### src/design/bppc_pkg.sv
// ----------------------------------------------------------------------------
// bppc_pkg
// Shared types, codes and address helpers for the bitplane plot pixel cache.
// ----------------------------------------------------------------------------
package bppc_pkg;

    typedef enum logic [1:0] {
        K_SET_COLOR = 2'd0,
        K_PLOT      = 2'd1,
        K_READ      = 2'd2,
        K_HOST_WR   = 2'd3
    } t_kind;

    typedef enum logic [2:0] {
        R_TRANSPARENT = 3'd0,
        R_DITHER      = 3'd1,
        R_HIGH_NIBBLE = 3'd2,
        R_FREEZE_HIGH = 3'd3,
        R_OBJ_LAYOUT  = 3'd4,
        R_DEPTH       = 3'd5,
        R_HEIGHT      = 3'd6,
        R_BASE        = 3'd7
    } t_reg_idx;

    localparam logic [1:0] DEPTH_8BPP = 2'd3;
    localparam logic [1:0] LAYOUT_OBJ = 2'd3;
    localparam logic [23:0] FRAME_ORG = 24'h700000;

    typedef struct packed {
        logic       transparent;
        logic       dither;
        logic       high_nibble;
        logic       freeze_high;
        logic       obj_layout;
        logic [1:0] depth;
        logic [1:0] height;
        logic [7:0] base;
    } t_cfg;

    typedef struct packed {
        t_kind       kind;
        logic [7:0]  x;
        logic [7:0]  y;
        logic [7:0]  data;
        logic [16:0] addr;
    } t_cmd;

    function automatic logic [2:0] last_plane(input logic [1:0] depth);
        case (depth)
            2'd0:       last_plane = 3'd1;
            DEPTH_8BPP: last_plane = 3'd7;
            default:    last_plane = 3'd3;
        endcase
    endfunction

    function automatic logic [23:0] tile_row(input logic [7:0] x, input logic [7:0] y,
                                             input t_cfg cfg);
        logic [1:0]  layout;
        logic [11:0] xs;
        logic [11:0] cn;
        logic [23:0] scaled;
        layout = cfg.obj_layout ? LAYOUT_OBJ : cfg.height;
        xs     = {4'd0, x & 8'hf8};
        case (layout)
            2'd0:    cn = (xs << 1) + 12'({y[7:3]});
            2'd1:    cn = (xs << 1) + (xs >> 1) + 12'({y[7:3]});
            2'd2:    cn = (xs << 1) + xs + 12'({y[7:3]});
            default: cn = {2'd0, y[7], x[7], y[6:3], x[6:3]};
        endcase
        case (cfg.depth)
            2'd0:       scaled = 24'(cn) << 4;
            DEPTH_8BPP: scaled = 24'(cn) << 6;
            default:    scaled = 24'(cn) << 5;
        endcase
        tile_row = FRAME_ORG + scaled + {6'd0, cfg.base, 10'd0} + 24'({y[2:0], 1'b0});
    endfunction

endpackage

### src/design/bppc_queue.sv
// ----------------------------------------------------------------------------
// bppc_queue
// Two-entry command queue between front and back.
// ----------------------------------------------------------------------------
module bppc_queue
    import bppc_pkg::*;
(
    input  logic i_clk,
    input  logic i_rst_n,
    input  logic i_push,
    output logic o_push_ready,
    input  t_cmd i_cmd,
    output logic o_pop_valid,
    input  logic i_pop,
    output t_cmd o_cmd
);

    t_cmd       r_mem [2];
    logic       r_wp;
    logic       r_rp;
    logic [1:0] r_cnt;

    assign o_push_ready = r_cnt != 2'd2;
    assign o_pop_valid  = r_cnt != 2'd0;
    assign o_cmd        = r_mem[r_rp];

    always_ff @(posedge i_clk) begin
        if (i_push) r_mem[r_wp] <= i_cmd;
    end

    always_ff @(posedge i_clk) begin
        if (!i_rst_n) begin
            r_wp  <= 1'b0;
            r_rp  <= 1'b0;
            r_cnt <= 2'd0;
        end else begin
            if (i_push) r_wp <= ~r_wp;
            if (i_pop) r_rp <= ~r_rp;
            r_cnt <= r_cnt + 2'(i_push) - 2'(i_pop);
        end
    end

endmodule

### config.mk
export PLATFORM = sky130hd
export DESIGN_NAME = bppc_queue
export DESIGN_NICKNAME = d
export VERILOG_FILES = /design/src/design/bppc_pkg.sv /design/src/design/bppc_queue.sv
export SDC_FILE = /design/constraint.sdc
export NUM_CORES = 1
export LEC_CHECK = 0
export ABC_AREA = 1
export BUFFER_PORTS_ARGS = -buffer_cell sky130_fd_sc_hd__buf_2
export CAP_MARGIN = 20
export CELL_PAD_IN_SITES_DETAIL_PLACEMENT = 1
export CELL_PAD_IN_SITES_GLOBAL_PLACEMENT = 2
export CORE_MARGIN = 2
export CORE_UTILIZATION = 30
export CTS_CLUSTER_DIAMETER = 120
export DETAILED_ROUTE_END_ITERATION = 12
export PLACE_DENSITY_LB_ADDON = 0.1
export RECOVER_POWER = 50
export SKIP_CTS_REPAIR_TIMING = 1
export SYNTH_ARGS = -nofsm -noshare
export SYNTH_HDL_FRONTEND = slang
export SYNTH_SLANG_ARGS = --single-unit
### constraint.sdc
create_clock -name i_clk -period 5.1 [get_ports i_clk]
set_clock_uncertainty 0.1 [all_clocks]
set_input_delay 0.51 -clock i_clk [delete_from_list [all_inputs] [get_ports i_clk]]
set_output_delay 0.51 -clock i_clk [all_outputs]
set_load 0.05 [all_outputs]
==> impl_metrics.tcl, run 1 <==
set metrics [dict create \
    status "finished with violations" \
    violations "max-capacitance violations, max-slew violations" \
    drtAntennaViolNets 0 \
    post_drt_wl_per_cell_um 16.0 \
    die_h_um 113 \
    yosysWarningCount 0 \
    max_cap_viol_count 1 \
    initialDrtViolationCount 42 \
    syn_area_um2 3530 \
    synthCells 167 \
    synth_cell_types 12 \
    grt_setup_unrepaired "false" \
    drive_gt1_frac 0.465 \
    synth_adder_area_share 0.00708 \
    grt_usage 0.109 \
    synthesis.nets 216 \
    synth_top_family_by_area "multiplexers" \
    diodes 0 \
    grt_start_max_net_pins 44 \
    fin_area_um2 4400 \
    placed_cell_area_um2 4100 \
    synth-compound-area-share 0.00142 \
    ir_drop_uv 178 \
    gp_congestion 0.616 \
    cp_slowest_cell "dfxtp_2" \
    power_density_nw_per_um2 422 \
    ioPinCount 92 \
    dp_hpwl_um 4340 \
    clk_pin_slew_ns 0.06 \
    setup_ws_ns 2.25 \
    grt_busiest_layer "met2" \
    seq_area_um2 2680 \
    power_mw 1.86 \
    worstPathArrival_ns 2.24 \
    die_w_um 113 \
    cellLeakagePower_nw 1.71 \
    h-tree-depth 3 \
    finalSetupViolCount 0 \
    required_ns 4.49 \
    cts.sink_count 91 \
    finalMaxSlewViolations 24 \
    cp-start-kind "flop" \
    synth_seq_cells 91 \
    use_met3 0.0335 \
    portBuffers 91 \
    synthSimpleGateAreaFrac 0.0195 \
    grtUsageMet1 0.128 \
    final_hold_viol_count 0 \
    grtUsageMet2 0.186 \
    grt_overflow_total 0 \
    slew_headroom -0.396 \
    numPlacedInstances 398 \
    yosysTopAreaCell "edfxtp_1" \
    fillCellCount 1145 \
    fin_util 0.384 \
    nets 316 \
    setup_tns_ns 0 \
    grt_antenna_before_repair 0 \
    crit_chain "buf_4, mux2_4, buf_2" \
    worstPathMaxFanout 22 \
    synth_top_area_frac 0.731 \
    synthMuxAreaShare 0.180 \
    drc 0 \
    period_needed_ns 2.85 \
    cts_tree "yes" \
    rows 39 \
    vias 1760 \
    fmax_mhz 351 \
    multi_input_area_um2 733 \
    grt_pass1_wl_um 10200 \
    core_um2 11500 \
    initial_core_util 0.308 \
    worstMarginPinSlew_ns 2.09 \
    syn-mean-instance-area_um2 21.2 \
    synth_xor_area_frac 0 \
    vias_per_cell 4.25 \
    wirelength_um 6620 \
    grt_pass1_vias 1960 \
    finalCritPeriodShare 0.558 \
    fin_hold_ws_ns 0.263 \
    clock_path_buffers 2 \
    cp_slowest_stage_delay_ns 0.80 \
    clock_latency_ns 0.33 \
    hold_class "in2reg" \
    finalNonFillerCells 414 \
    drt-pass1-iter-count 4 \
    critPathKind "reg2out" \
    yosys-top-cells-area "edfxtp_1 (73%), mux2_4 (17%), dfxtp_1 (2.8%), buf_12 (2.3%), nand2_1 (1.1%)" \
    pre_cts_ws_ns 2.53 \
    clockRootBuffer "clkbuf_16" \
    cts_buffers 9 \
    area_growth_pct 24.6 \
    endpoint_kind "output pin" \
    die_area_um2 12700 \
    seq_area_frac_synth 0.759 \
]
-- layout by cell type (no fill, tap or decap) --
| cell | netlist | routed |
|---|---|---|
| a21oi_1 | 1 | 1 |
| buf_1 | 0 | 1 |
| buf_16 | 0 | 1 |
| buf_2 | 0 | 64 |
| buf_4 | 0 | 2 |
| bufinv_16 | 0 | 2 |
| clkbuf_1 | 0 | 26 |
| clkbuf_16 | 0 | 9 |
| clkinv_2 | 0 | 1 |
| clkinv_4 | 0 | 1 |
| clkinvlp_4 | 0 | 1 |
| dfxtp_1 | 5 | 4 |
| dfxtp_2 | 0 | 1 |
| edfxtp_1 | 86 | 86 |
| ha_1 | 2 | 2 |
| inv_1 | 7 | 7 |
| inv_6 | 0 | 1 |
| mux2_2 | 3 | 3 |
| mux2_4 | 40 | 40 |
| nand2_1 | 10 | 10 |
| nand3_1 | 1 | 1 |
| nor2_1 | 7 | 7 |
-- worst max-delay path: cells and delay by family, from the launching register on --
family                 cells  cell delay [ns]
buffers and inverters      2             0.72
flip-flops                 1             0.80
multiplexers               1             0.35
-- layer usage --
metal  routed length [µm]  share of wire
met4                  111          0.017
met5                    0              0
met1                 2870           0.43
met3                  291          0.044
met2                 3350           0.51
-- sequential cells by signal (all words and copies together), names as in the netlist, named ones only --
signal and cells:
r_wp 1, r_mem 86, r_rp 1, r_cnt 2
-- cells by family after synthesis --
logic type,after synthesis
flops,91
buf+inv,12
mux,43
fa+ha+maj,2
simple gates,18
compound gates,1
-- cell usage after synthesis --
cell type  count
nand2_1       10
edfxtp_1      86
mux2_2         3
nand3_1        1
ha_1           2
buf_12         4
inv_1          7
a21oi_1        1
dfxtp_1        5
nor2_1         7
buf_6          1
mux2_4        40
-- area by class of cell --
class | instances | area share
Clock buffer | 9 | 0.0512
Clock inverter | 6 | 0.0205
Multi-Input combinational cell | 64 | 0.167
Timing Repair Buffer | 94 | 0.105
Sequential cell | 91 | 0.610
Inverter | 7 | 0.00597
Tap cell | 143 | 0.0406
-- report_power, final --
part | internal, mW | switching (mW) | total (mW)
Clock | 0.428 | 0.271 | 0.700
Sequential | 0.864 | 0.0171 | 0.881
Combinational | 0.0886 | 0.187 | 0.275
Total | 1.38 | 0.475 | 1.86
-- worst paths after layout --
| kind | from | endpoint | slack [ns] | depth (start not counted) |
|---|---|---|---|---|
| hold / removal | i_cmd[31] | r_mem[0][31] | 0.26 | 1 |
| hold reg to reg | r_rp | r_rp | 0.40 | 2 |
| setup reg to reg | r_wp | r_mem[0][23] | 2.28 | 2 |
| setup / recovery | flop | o_cmd[9] | 2.25 | 3 |
(Power assumes the default switching activity.)
==> run 2, diff against run 1 <==
clock period = 2.75 ns   (was 5.1 ns; I/O delays follow)
==> run 2 against run 1 <==
The run now ends clean. Setup slack got worse by 1.5 ns. Non-clock buffer count rose by 3. Sequential share of layout area fell by 0.10 points. Worst hold slack got worse by 0.24 ns. Clock power rose by 81%. Highest routed layer unchanged. Register-to-register slack got worse by 1.6 ns. Clock-buffer cell count rose by 1.
==> impl_metrics.tcl, run 2 (same netlist as run 1, synthesis figures left out) <==
set metrics [dict create \
    rrSetupSlack_ns 0.72 \
    multi_input_area_um2 733 \
    fillCellCount 1147 \
    area_growth_pct 24.8 \
    grt_start_max_net_pins 26 \
    gp_congestion 0.631 \
    rr_startpoint "r_wp" \
    finalMaxSlewViolations 0 \
    h-tree-depth 3 \
    grt_setup_unrepaired "false" \
    fmax_mhz 492 \
    cts.sink_count 91 \
    clk_pin_slew_ns 0.06 \
    clock_path_buffers 2 \
    diodes 0 \
    grt_antenna_before_repair 0 \
    nets 319 \
    holdPathStages 1 \
    drtAntennaViolNets 0 \
    ir_drop_uv 281 \
    cts_tree "yes" \
    critPathLaunch "r_wp" \
    drc 0 \
    die_area_um2 12700 \
    initial_core_util 0.308 \
    initialDrtViolationCount 36 \
    vias_per_cell 4.22 \
    grt_pass1_wl_um 10600 \
    grt_usage 0.113 \
    fin_hold_ws_ns 0.0246 \
    largest_reg_flops 86 \
    setup_tns_ns 0 \
    required_ns 2.68 \
    reg_top3 "r_mem: 86 flops, r_cnt: 2 flops" \
    clock_latency_ns 0.33 \
    die_w_um 113 \
    cts_buffers 9 \
    layout.cells.most_common "edfxtp_1" \
    pre_cts_ws_ns 1.03 \
    min_from "i_cmd[11]" \
    max_cap_viol_count 0 \
    worstMarginPinSlew_ns 1.20 \
    crit_end "r_mem[0][33]" \
    hold_class "in2reg" \
    wirelength_um 6610 \
    setup_ws_ns 0.718 \
    worstPathMaxFanout 11 \
    r2r_cells 2 \
    clockRootBuffer "clkbuf_16" \
    ioPinCount 92 \
    final_cell_mix "edfxtp_1 (86), buf_2 (63), mux2_4 (40)" \
    core_um2 11500 \
    regMostFlops "r_mem" \
    critPathKind "reg2reg" \
    vias 1766 \
    final_hold_viol_count 0 \
    drive_gt1_frac 0.462 \
    portBuffers 91 \
    cp-start-kind "flop" \
    die_h_um 113 \
    status "finished clean" \
    power_density_nw_per_um2 775 \
    seq_area_um2 2680 \
    slew_headroom 0.195 \
    worstPathArrival_ns 1.96 \
    reg2reg_to "r_mem[0][33]" \
    finalSetupViolCount 0 \
    period_needed_ns 2.03 \
    post_drt_wl_per_cell_um 15.8 \
    rows 39 \
    drt-pass1-iter-count 4 \
    cellLeakagePower_nw 1.72 \
    finalCritPeriodShare 0.739 \
    grt_overflow_total 0 \
    dp_hpwl_um 4500 \
    grt_pass1_vias 1989 \
    endpoint_kind "flop" \
]
[run 2: cell count changes in the layout (fill, tap and decap cells not counted), sizes merged]
cell,change
clkinv,+1
inv,-1
buf,+1
clkbuf,+3
[run 2: worst min-delay path by stage]
stage	slack [ns]	end
3_5_place_dp	0.37	r_mem[0][0]
3_3_place_gp	0.36	r_mem[0][4]
6_report	0.02	r_mem[1][11]
2_1_floorplan	0.27	r_cnt[0]
5_1_grt	0.02	r_mem[0][0]
4_1_cts	0.008	r_mem[0][3]
[run 2: metal layers]
layer,part of all wire,routed length [µm],up-vias,track usage
li1,-,-,841,-
met1,0.43,2820,865,0.134
met2,0.50,3330,48,0.188
met3,0.041,271,12,0.0243
met4,0.027,179,0,0.0659
met5,0,0,-,0
[run 2: area by class of cell]
type,count,share of cell area
well taps,143,0.0406
clock buffers,10,0.0519
multi-input cells,64,0.166
inverters,7,0.00596
clock inverters,6,0.0182
flip-flops and latches,91,0.609
repair buffers,97,0.108
[run 2: critical path: stages (launching register included)]
cell     delay [ns]
dfxtp_1        0.33
nor2_1         0.91
buf_4          0.38
[run 2: where the power goes]
part           total (mW)  switching, mW  leakage, nW  internal (mW)
registers            1.62         0.0188        0.849           1.60
logic               0.529          0.362        0.722          0.167
clock network        1.27          0.482        0.148          0.788
total                3.42          0.862         1.72           2.56
[run 2: stage by stage]
stage | area, µm² | instances | utilization | total power [mW]
final | 4410 | 418 | 0.385 | 3.42
after CTS | 4450 | 418 | 0.388 | 3.48
after global routing | 4410 | 418 | 0.385 | 3.56
after detailed placement | 4140 | 402 | 0.361 | 2.20
after floorplan | 3530 | 167 | - | 2.07
after global placement | 4140 | 402 | 0.361 | 2.19
